--- config.mk ---
export PLATFORM = sky130hd
export DESIGN_NAME = slls_ctrl
export DESIGN_NICKNAME = d
export VERILOG_FILES = /design/src/hw/rtl/slls_pkg.sv /design/src/hw/rtl/slls_ctrl.sv
export SDC_FILE = /design/constraint.sdc
export NUM_CORES = 1
export LEC_CHECK = 0
export BUFFER_PORTS_ARGS = -buffer_cell sky130_fd_sc_hd__buf_4
export CAP_MARGIN = 20
export CORE_AREA = 5 5 42 44
export CTS_CLUSTER_DIAMETER = 200
export DETAILED_ROUTE_END_ITERATION = 6
export DIE_AREA = 0 0 47 49
export PLACE_DENSITY = 0.48
export SLEW_MARGIN = 20
export SYNTH_ARGS = -nofsm -noshare
export SYNTH_HDL_FRONTEND = slang
export SYNTH_SLANG_ARGS = --single-unit
--- constraint.sdc ---
create_clock -name clock -period 2.28 [get_ports clock]
set_input_delay 0.114 -clock clock [delete_from_list [all_inputs] [get_ports clock]]
set_output_delay 0.114 -clock clock [all_outputs]
set_load 0.05 [all_outputs]
--- src/hw/rtl/slls_pkg.sv ---
// ----------------------------------------------------------------------------
// slls_pkg
// Shared constants, codes and controller/datapath interface types for the
// stereo loop layer store.
// ----------------------------------------------------------------------------
package slls_pkg;

   localparam int LOOP_DEPTH  = 65536;
   localparam int SAMPLE_BITS = 24;

   localparam int KIND_W     = 3;
   localparam int POS_W      = 16;
   localparam int CSR_IDX_W  = 3;
   localparam int CSR_DATA_W = 16;
   localparam int GAIN_W     = 16;
   localparam int COUNT_W    = 17;
   localparam int PEAK_IDX_W = 16;

   localparam logic [KIND_W-1:0] KIND_APPEND  = 3'd0;
   localparam logic [KIND_W-1:0] KIND_OVERDUB = 3'd1;
   localparam logic [KIND_W-1:0] KIND_PLAY    = 3'd2;
   localparam logic [KIND_W-1:0] KIND_CLEAR   = 3'd3;
   localparam logic [KIND_W-1:0] KIND_RESTART = 3'd4;

   localparam logic [CSR_IDX_W-1:0] CSR_SAMPLES_PER_PEAK = 3'd0;
   localparam logic [CSR_IDX_W-1:0] CSR_MAIN_GAIN        = 3'd1;
   localparam logic [CSR_IDX_W-1:0] CSR_LAYER_GAIN       = 3'd2;
   localparam logic [CSR_IDX_W-1:0] CSR_LEFT_PAN_GAIN    = 3'd3;
   localparam logic [CSR_IDX_W-1:0] CSR_RIGHT_PAN_GAIN   = 3'd4;
   localparam logic [CSR_IDX_W-1:0] CSR_MIX_ENABLE       = 3'd5;

   localparam logic [GAIN_W-1:0] SPP_RESET  = 16'd0;
   localparam logic [GAIN_W-1:0] GAIN_RESET = 16'd4096;
   localparam logic [GAIN_W-1:0] PAN_RESET  = 16'd23170;

   typedef struct packed {
      logic load;
      logic exec;
      logic scale;
      logic emit_play;
      logic emit_write;
      logic emit_misc;
      logic sweep;
   } ctrl_cmd_type;

   typedef struct packed {
      logic is_write;
      logic is_play;
      logic is_clear;
      logic sweep_last;
   } dp_status_type;

endpackage

--- src/hw/rtl/slls_ctrl.sv ---
// ----------------------------------------------------------------------------
// slls_ctrl
// Sequencer: accepts a command, steps the datapath through read, execute,
// scale and emit as the command kind requires, and runs the memory clearing sweep.
// ----------------------------------------------------------------------------
module slls_ctrl (
   input  logic                    clock,
   input  logic                    reset,
   input  logic                    start,
   output logic                    busy,
   output logic                    rsp_strobe,
   output slls_pkg::ctrl_cmd_type  cmd,
   input  slls_pkg::dp_status_type status
);

   typedef enum logic [2:0] {
      ST_SWEEP,
      ST_IDLE,
      ST_READ,
      ST_EXEC,
      ST_SCALE,
      ST_MIX,
      ST_PEAK
   } state_type;

   state_type state_ff, state_in;
   logic      strobe_ff, strobe_in;

   always_comb begin
      cmd = '0;
      state_in = state_ff;
      case (state_ff)
         ST_SWEEP: begin
            cmd.sweep = 1'b1;
            if (status.sweep_last) begin
               state_in = ST_IDLE;
            end
         end
         ST_IDLE: begin
            cmd.load = start;
            if (start) begin
               state_in = ST_READ;
            end
         end
         ST_READ: begin
            if (status.is_write || status.is_play) begin
               state_in = ST_EXEC;
            end else begin
               cmd.emit_misc = 1'b1;
               state_in = status.is_clear ? ST_SWEEP : ST_IDLE;
            end
         end
         ST_EXEC: begin
            cmd.exec = 1'b1;
            state_in = status.is_play ? ST_SCALE : ST_PEAK;
         end
         ST_SCALE: begin
            cmd.scale = 1'b1;
            state_in = ST_MIX;
         end
         ST_MIX: begin
            cmd.emit_play = 1'b1;
            state_in = ST_IDLE;
         end
         ST_PEAK: begin
            cmd.emit_write = 1'b1;
            state_in = ST_IDLE;
         end
         default: begin
            state_in = ST_IDLE;
         end
      endcase
      strobe_in = cmd.emit_play | cmd.emit_write | cmd.emit_misc;
   end

   always_ff @(posedge clock) begin
      if (reset) begin
         state_ff  <= ST_SWEEP;
         strobe_ff <= 1'b0;
      end else begin
         state_ff  <= state_in;
         strobe_ff <= strobe_in;
      end
   end

   assign busy       = (state_ff != ST_IDLE);
   assign rsp_strobe = strobe_ff;

   a_accept_busy: assert property (@(posedge clock) disable iff (reset)
      (start && !busy) |=> busy)
      else $error("accepted beat did not raise busy");

   a_strobe_src: assert property (@(posedge clock) disable iff (reset)
      rsp_strobe |-> ($past(state_ff) == ST_READ || $past(state_ff) == ST_MIX ||
                      $past(state_ff) == ST_PEAK))
      else $error("result strobe without an emit step");

   a_sweep_entry: assert property (@(posedge clock) disable iff (reset)
      (state_ff == ST_SWEEP && $past(state_ff) != ST_SWEEP) |-> $past(status.is_clear))
      else $error("clearing sweep started without a clear command");

endmodule

==> metrics.csv, run 1 <==
stage;metric;value;unit
die;row count;14;
synthesis;register area share after synthesis;0.3137;
synthesis;Yosys top cell area share;0.3137;
synthesis;multiplexer area fraction after synthesis;0;
synthesis;unique cell type count in the Yosys netlist;20;
clock_tree;cts hold-fix bufs;0;
timing;worst setup margin;881.0;ps
detailed_routing;final WL;655;microns
setup_path;FF-to-FF setup slack;1200;ps
min_path;worst hold path class;input port to register;
clock_tree;CTS tree;yes;
outcome;status;complete, no violations;
synthesis;Synth Cell Area;255.2;sq um
grt;vias in the first global route;282;
detailed_routing;DRT Pass-1 Iters;2;
clock_tree;total CTS buffers;3;
setup_path;crit-path max cell delay;510;ps
setup_path;WP data arrival;1290;ps
grt;total congestion overflow;0;
synthesis;Post-synth EDFFs;0;
finish;Nets;57;
clock_tree;H-tree depth;1;
synthesis;Yosys top cell by area;dfxtp_1;
timing;RSZ-0062 raised after global routing;no;
synthesis;syn_nets;40;
detailed_routing;DRC;0;
grt;gr usage total;0.06836;
finish;Final Non-Filler Cells;64;
grt;initial antenna violation count;0;
setup_path;Slowest-stage cell, CP;dfxtp_1;
synthesis;yosys warns;0;
clock_tree;Worst-Skew Late Latency;230;ps
timing;Final TNS setup;0;ps
detailed_routing;vias per cell;4.094;
timing;Slew Viols, Final;0;
finish;synthesis-to-finish area growth;50.49;%
timing;fin crit period;1399;ps
die;die area;0.002303;sq mm
setup_path;CP cell instances;inv_2 > nor3b_1 > buf_4;
die;Die Wd;47;microns
power;Power, Total;229.5;uW
clock_tree;post-cts resize count;0;
setup_path;RR Endpoint;state_ff[1];
setup_path;FF-to-FF path depth;3;
synthesis;Synth Area in XOR/XNOR;0;
detailed_routing;post-route ant nets;0;
synthesis;Mapped Cells;33;
timing;clock skew;0.08304;ps
synthesis;Avg Inst Size Synth;7.735;sq um
clock_tree;Post-CTS Setup Repair Bufs;0;
finish;post-route cell area;384.1;sq um
synthesis;main combinational cell family by area after synthesis;simple AND/OR/NAND/NOR gates;
synthesis;Synth area leaders;dfxtp_1, buf_4, nor2_1, nor3b_1, buf_6;
setup_path;worst path required time;2170;ps
setup_path;Setup crit end kind;output port;
grt;first-pass GRT wire length;1124;microns
finish;Filler cells;163;
power;VDD IR-drop max;0.1608;mV
synthesis;Synth Area in Adders;0;
place;Placement Cell Area;361.6;sq um
synthesis;#FFs+latches synth;4;
detailed_routing;DR vias;262;
timing;endpoints failing setup;0;
timing;achievable frequency;714.8;MHz
die;core area;0.001401;sq mm
synthesis;Async SR Flop Fraction;0;
synthesis;Synth Area in Simple Gates;0.2843;
die;Ports;16;
finish;n_diodes;0;
detailed_routing;initial drt markers;3;
setup_path;crit path from;state_ff[1];
place;Cells after DPL;61;
place;IO Port Bufs;15;
setup_path;Worst Path Max Fanout;10;
place;dpl hpwl;481.9;microns
die;Die H;49;microns
setup_path;Crit. path cell count;3;
power;P per Cell Area;597.5;mW/mm^2
die;initial cell density of the core;0.1821;
clock_tree;clk slew on worst S/H paths;40;ps
clock_tree;root buffer cell;clkbuf_4;
finish;Seq. cell area;80.08;sq um
place;GP Congestion;0.7186;
finish;final core occ;0.2741;
timing;Worst Max-Slew Pin Slew;363.1;ps
finish;area of the multi-input gates;137.6;sq um
setup_path;worst setup path end;cmd[2];
grt;largest net degree at the start of global routing;13;
synthesis;dominant synthesized flop cell;dfxtp_1;
timing;Rel. slew slack;0.7576;
synthesis;most frequent cells after synthesis;dfxtp_1, nor2_1;
run;max-cap violation count;0;
timing;final-report hold violation count;0;
setup_path;critical path's top delay family;flip-flops;
setup_path;crit start category;register;
detailed_routing;drt wl/cell;10.23;microns
setup_path;R2R Path Start;state_ff[1];
finish;share of cells above drive strength 1;0.4375;
timing;Final period util;0.6136;
place;Place WS;1120;ps
clock_tree;CTS sink cnt;4;
setup_path;WS Path Type;register to output port;
power;Leak;0.1794;nW
timing;worst hold slack;63.32;ps
clock_tree;CTS Buffer Depth;2;
synthesis;Compound-Gate Fraction of Synth Area;0.2549;
setup_path;Worst Path Buf+Inv;2;
[cells in the final DEF, fill, tap and decap left out, types with 2 or more instances in the layout]
master	instances
buf_4	15
nor2_1	4
dfxtp_1	4
clkbuf_4	3
nand2_1	2
nor3b_1	2
nor3_1	2
inv_1	2
o21ai_0	2
a21oi_1	2
[cell type report]
type	count	share of cell area
Inverter	3	0.02932
Clock buffer	3	0.05863
Timing Repair Buffer	15	0.2932
Multi-Input combinational cell	23	0.3583
Tap cell	16	0.05212
Sequential cell	4	0.2085
[metal layers]
metal / global-route usage / vias to the layer above / wire, microns / part of all wire
li1: - / 145 / - / -
met1: 0.08811 / 108 / 290 / 0.44
met2: 0.08371 / 9 / 324 / 0.49
met3: 0.01845 / 0 / 41 / 0.063
met4: 0.06912 / 0 / 0 / 0
met5: 0 / - / 0 / 0
[worst min path at each step]
stage	slack, ps	start	depth (start not counted)	endpoint
global placement	310	reset	2	state_ff[0]
floorplan	180	reset	1	rsp_strobe
global route	60	reset	2	state_ff[0]
finish	60	reset	2	state_ff[0]
detailed placement	310	reset	2	rsp_strobe
CTS	60	reset	2	state_ff[0]
[sequential cells by signal (all words and copies together) (netlist names)]
register / count
rsp_strobe: 1
state_ff: 3
[worst reg2reg max path, stage by stage (launching register included)]
cell	delay (ps)
dfxtp_1	510
inv_2	110
o21ba_1	190
a311oi_1	180
[cells by family (layout without fill, tap and decap cells)]
logic type / count (synthesis) / in the layout
DFF: 4 / 4
and+or+nand+nor: 14 / 14
AOI/OAI and AO/OA: 9 / 9
buffers and inverters: 6 / 21
[report_power, final]
group	total, mW	internal [mW]	switching [mW]
logic	0.0601	0.0240	0.0361
clock network	0.0874	0.0589	0.0286
registers	0.0820	0.0736	0.00837
(Power assumes the default switching activity.)
==> run 2, diff against run 1 <==
==> constraint.sdc (replaced) <==
create_clock -name clock -period 1.36 [get_ports clock]
set_input_delay 0.068 -clock clock [delete_from_list [all_inputs] [get_ports clock]]
set_output_delay 0.068 -clock clock [all_outputs]
set_load 0.05 [all_outputs]
==> run 2 against run 1 <==
Compared with the run above: power increased by 75%; clock skew about the same; via count rose by 6.9%; global-route usage grew 0.056 points; utilization increased by 2.4 points; clock power rose by 74%; hold slack got worse by 28 ps; critical path depth unchanged; sequential power rose by 71%; design area grew 8.8%; first-iteration DRC count is 67% higher; cell count is 1.6% higher; critical path type unchanged; critical endpoint is now cmd[6]; highest routed layer is now met4.
==> metrics.csv, run 2 (synthesis gave the netlist of run 1 again) <==
stage;metric;value;unit;change
outcome;status;complete, no violations;;
timing;Rel. slew slack;0.8384;;+0.08076
detailed_routing;DRT Pass-1 Iters;4;;+2
place;Placement Cell Area;382.9;sq um;+5.9%
setup_path;WP data arrival;1190;ps;-100 ps
clock_tree;root buffer cell;clkbuf_4;;
die;initial cell density of the core;0.1821;;unchanged
finish;max reg flops;3;;unchanged
detailed_routing;final WL;704;microns;+7.5%
finish;Seq. cell area;83.83;sq um;+4.7%
finish;Filler cells;167;;+2.5%
die;row count;14;;unchanged
min_path;worst hold path class;input port to register;;
power;VDD IR-drop max;0.3237;mV;+100%
grt;met1 Usage GRT;0.08096;;-0.007143
detailed_routing;DR vias;280;;+6.9%
setup_path;Worst Path Max Fanout;12;;+2
detailed_routing;vias per cell;4.308;;+5.2%
clock_tree;clk slew on worst S/H paths;40;ps;about the same
detailed_routing;drt wl/cell;10.83;microns;+5.8%
clock_tree;Worst-Skew Late Latency;230;ps;about the same
power;Power, Total;400.7;uW;+75%
finish;Nets;58;;+1.8%
timing;clock skew;0.2111;ps;+0.1280 ps
die;Die Wd;47;microns;unchanged
grt;met2 Use GR;0.07919;;-0.004525
detailed_routing;post-route ant nets;0;;unchanged
grt;initial antenna violation count;0;;unchanged
grt;GR peak layer;met1;;
finish;most frequent cells in the layout;buf_4, nor2_1, clkbuf_4, dfxtp_2;;
power;Leak;0.1892;nW;+5.4%
grt;vias in the first global route;250;;-11%
clock_tree;CTS Buffer Depth;2;;unchanged
finish;share of cells above drive strength 1;0.5510;;+0.1135
timing;fin crit period;1261;ps;
clock_tree;H-tree depth;1;;unchanged
finish;area of the multi-input gates;155.1;sq um;+13%
setup_path;worst path required time;1290;ps;-880 ps
detailed_routing;initial drt markers;5;;+2
die;die area;0.002303;sq mm;unchanged
finish;post-route cell area;417.9;sq um;+8.8%
place;GP Congestion;0.7206;;+0.28%
timing;RSZ-0062 raised after global routing;no;;
grt;first-pass GRT wire length;1069;microns;-4.9%
detailed_routing;DRC;0;;unchanged
timing;Final period util;0.9275;;
clock_tree;CTS sink cnt;4;;unchanged
setup_path;WS Path Type;register to output port;;
finish;n_diodes;0;;unchanged
clock_tree;Post-CTS Setup Repair Bufs;0;;unchanged
timing;Worst Max-Slew Pin Slew;241.5;ps;-121.5 ps
clock_tree;total CTS buffers;3;;unchanged
setup_path;crit start category;register;;
setup_path;Setup crit end kind;output port;;
grt;gr usage total;0.06892;;+0.0005590
timing;achievable frequency;792.8;MHz;
timing;Slew Viols, Final;0;;unchanged
timing;worst hold slack;35.80;ps;-27.51 ps
die;Ports;16;;unchanged
finish;most common cell after layout, fill and taps aside;buf_4;;
timing;final-report hold violation count;0;;unchanged
finish;synthesis-to-finish area growth;63.73;%;
grt;total congestion overflow;0;;unchanged
place;dpl hpwl;534.7;microns;+11%
die;core area;0.001401;sq mm;unchanged
power;P per Cell Area;958.9;mW/mm^2;+60%
grt;largest net degree at the start of global routing;13;;unchanged
die;Die H;49;microns;unchanged
timing;Final TNS setup;0;ps;unchanged
place;IO Port Bufs;15;;unchanged
run;max-cap violation count;0;;unchanged
grt;grt met3 use;0.04059;;+0.02214
clock_tree;CTS tree;yes;;
timing;endpoints failing setup;0;;unchanged
finish;Most flops, register;state_ff;;
[run 2: path summary, 6_finish.rpt]
kind                 end   startpoint  slack (ps)  cells past startpoint
max reg2reg  state_ff[0]  state_ff[1]         370                      3
min reg2reg   rsp_strobe  state_ff[2]         570                      2
max               cmd[6]  state_ff[0]         100                      3
min          state_ff[1]    status[2]          40                      2
[run 2: metal layers]
layer / vias to the layer above / wire length [microns]
met2: 14 / 285
met5: - / 0
li1: 148 / -
met1: 116 / 323
met3: 2 / 81
met4: 0 / 13
[run 2: through the flow]
step                      utilization  worst slack, ps  cells
after global routing           0.2982            28.33     65
after floorplan                     -           -245.4     33
after global placement         0.2732            269.3     61
final                          0.2982            98.65     65
after detailed placement       0.2732            251.6     61
after CTS                      0.2964            6.260     65
[run 2: final cells by class]
class | count | share of cell area
multi-input combinational | 23 | 0.3713
timing repair buffer | 16 | 0.2934
sequential | 4 | 0.2006
clock buffer | 3 | 0.05389
tap | 16 | 0.04790
inverter | 3 | 0.03293
[run 2: worst max-delay path, cell delays in order (launching register included)]
cell,delay (ps)
dfxtp_2,450
nand3b_1,190
nor2_4,130
buf_4,190
[run 2: power by group]
part | total, mW | leakage, nW | switching, mW | internal, mW
logic | 0.108 | 0.142 | 0.0645 | 0.0438
registers | 0.140 | 0.0338 | 0.0159 | 0.124
clock network | 0.152 | 0.0138 | 0.0530 | 0.0990
[run 2: repair_timing]
action	4_1_cts	5_1_grt
endpoints found under the hold margin	1	0
hold buffers	1	0
endpoints found under the setup margin	0	6
gates resized for setup	0	2
==> run 3, diff against run 2 <==
==> constraint.sdc (replaced) <==
create_clock -name clock -period 1.2 [get_ports clock]
set_input_delay 0.06 -clock clock [delete_from_list [all_inputs] [get_ports clock]]
set_output_delay 0.06 -clock clock [all_outputs]
set_load 0.05 [all_outputs]
==> run 3 against run 2 <==
Compared with the run above: the run now ends with negative setup slack left; non-clock buffer count grew 5; global-route usage barely moved; combinational power grew 37%.
==> metrics.csv, run 3 (synthesis gave the netlist of run 1 again) <==
stage;metric;value;unit;change
die;row count;14;;unchanged
detailed_routing;final WL;703;microns;-0.14%
clock_tree;CTS tree;yes;;
finish;max reg flops;3;;unchanged
clock_tree;CTS sink cnt;4;;unchanged
finish;most common cell after layout, fill and taps aside;buf_4;;
timing;final-report hold violation count;0;;unchanged
die;initial cell density of the core;0.1821;;unchanged
die;Die Wd;47;microns;unchanged
setup_path;WS Path Type;register to output port;;
timing;Rel. slew slack;0.8335;;-0.004838
timing;Final period util;1.002;;
setup_path;WP data arrival;1140;ps;-50 ps
detailed_routing;initial drt markers;10;;+5
detailed_routing;DRT Pass-1 Iters;2;;-2
die;Ports;16;;unchanged
setup_path;worst path required time;1140;ps;-150 ps
setup_path;Worst Path Max Fanout;7;;-5
run;max-cap violation count;0;;unchanged
die;Die H;49;microns;unchanged
timing;Slew Viols, Final;0;;unchanged
outcome;status;finished with violations;;
timing;endpoints failing setup;1;;+1
detailed_routing;drt wl/cell;10.04;microns;-7.3%
power;VDD IR-drop max;0.3872;mV;+20%
place;dpl hpwl;526.2;microns;-1.6%
clock_tree;root buffer cell;clkbuf_4;;
grt;largest net degree at the start of global routing;13;;unchanged
detailed_routing;post-route ant nets;0;;unchanged
power;P per Cell Area;971.0;mW/mm^2;+1.3%
timing;achievable frequency;831.8;MHz;
min_path;worst hold path class;input port to register;;
timing;RSZ-0062 raised after global routing;yes;;
finish;most frequent cells in the layout;buf_4, buf_6, clkbuf_4;;
clock_tree;clk slew on worst S/H paths;40;ps;about the same
timing;worst setup margin;-2.164;ps;-100.8 ps
finish;share of cells above drive strength 1;0.6296;;+0.07861
finish;Seq. cell area;85.08;sq um;+1.5%
outcome;failing checks;negative setup slack;;
setup_path;CP cell instances;buf_6 > inv_6 > nand3b_1 > nor2_4 > buf_6;;
detailed_routing;DRC;0;;unchanged
timing;clock skew;0.4365;ps;+0.2254 ps
timing;Worst Max-Slew Pin Slew;248.8;ps;+7.229 ps
grt;initial antenna violation count;0;;unchanged
finish;Filler cells;164;;-1.8%
timing;fin crit period;1202;ps;
finish;Most flops, register;state_ff;;
finish;Nets;63;;+8.6%
power;Leak;0.2213;nW;+17%
finish;n_diodes;0;;unchanged
grt;total congestion overflow;0;;unchanged
clock_tree;H-tree depth;1;;unchanged
finish;synthesis-to-finish area growth;90.69;%;
place;Placement Cell Area;410.4;sq um;+7.2%
grt;vias in the first global route;292;;+17%
power;Power, Total;472.6;uW;+18%
setup_path;Setup crit end kind;output port;;
place;GP Congestion;0.6998;;-2.9%
clock_tree;total CTS buffers;3;;unchanged
setup_path;Slowest-stage cell, CP;dfxtp_1;;
timing;Final TNS setup;-2.164;ps;-2.164 ps
detailed_routing;vias per cell;4.329;;+0.48%
grt;gr usage total;0.06897;;about the same
grt;first-pass GRT wire length;1145;microns;+7.1%
clock_tree;Worst-Skew Late Latency;240;ps;about the same
setup_path;most used cell, CP;buf_6;;
setup_path;crit start category;register;;
die;die area;0.002303;sq mm;unchanged
detailed_routing;DR vias;303;;+8.2%
finish;area of the multi-input gates;167.7;sq um;+8.1%
clock_tree;CTS Buffer Depth;2;;unchanged
die;core area;0.001401;sq mm;unchanged
setup_path;crit-path max cell delay;300;ps;-150 ps
place;IO Port Bufs;15;;unchanged
finish;post-route cell area;486.7;sq um;+16%
==> run 3: changes by cell type in the layout (fill, tap and decap cells not counted), moves of 2 or more <==
cell	change
buf_6	+4
dfxtp_2	-2
nor3_2	+2
nor3_1	-2
==> run 3: worst paths after layout <==
check	from	endpoint	slack (ps)	cells past startpoint
worst min-delay path	status[2]	state_ff[1]	40	2
worst min register to register	state_ff[0]	state_ff[1]	570	1
worst max-delay path	state_ff[1]	cmd[6]	-2	5
worst max register to register	state_ff[1]	state_ff[0]	120	5
==> run 3: worst max-delay path: cells and delay by family (launching register included) <==
family,cells,cell delay [ps]
DFF,1,300
and+or+nand+nor,2,250
buffers and inverters,3,350
==> run 3: cell type report <==
cell class,instances,area share
Timing Repair Buffer,21,0.3599
Clock buffer,3,0.04627
Tap cell,16,0.04113
Inverter,3,0.03342
Multi-Input combinational cell,23,0.3445
Sequential cell,4,0.1748
==> run 3: per-layer routing <==
metal / wire [microns] / GRT usage / share of wire / up-vias
met5: 0 / 0 / 0 / -
met4: 20 / 0.06912 / 0.028 / 0
met3: 50 / 0.01845 / 0.071 / 2
met2: 345 / 0.09729 / 0.49 / 13
met1: 286 / 0.07675 / 0.41 / 132
li1: - / - / - / 156
==> run 3: power by group <==
part           switching, mW  internal [mW]
sequential            0.0136          0.140
combinational         0.0827         0.0658
clock                 0.0580          0.112
total                  0.154          0.318
==> run 3: what timing repair did <==
action / 4_1_cts / 5_1_grt
buffers inserted: 0 / 3
endpoints found under the setup margin: 6 / 6
hold endpoints to repair: 1 / 0
hold buffers: 1 / 0
pin swaps: 1 / 1
resized for setup: 5 / 2
==> run 3: through the flow <==
| stage | util | setup WS (ps) | cells | hold WS, ps |
|---|---|---|---|---|
| 4_1_cts | 0.3259 | -16.86 | 67 | 36.60 |
| 5_1_grt | 0.3473 | -71.18 | 70 | 54.72 |
| 2_1_floorplan | - | -270.5 | 33 | 121.7 |
| 6_report | 0.3473 | -2.164 | 70 | 38.31 |
| 3_3_place_gp | 0.2929 | 155.6 | 63 | 247.8 |
| 3_5_place_dp | 0.2929 | 158.6 | 63 | 249.3 |
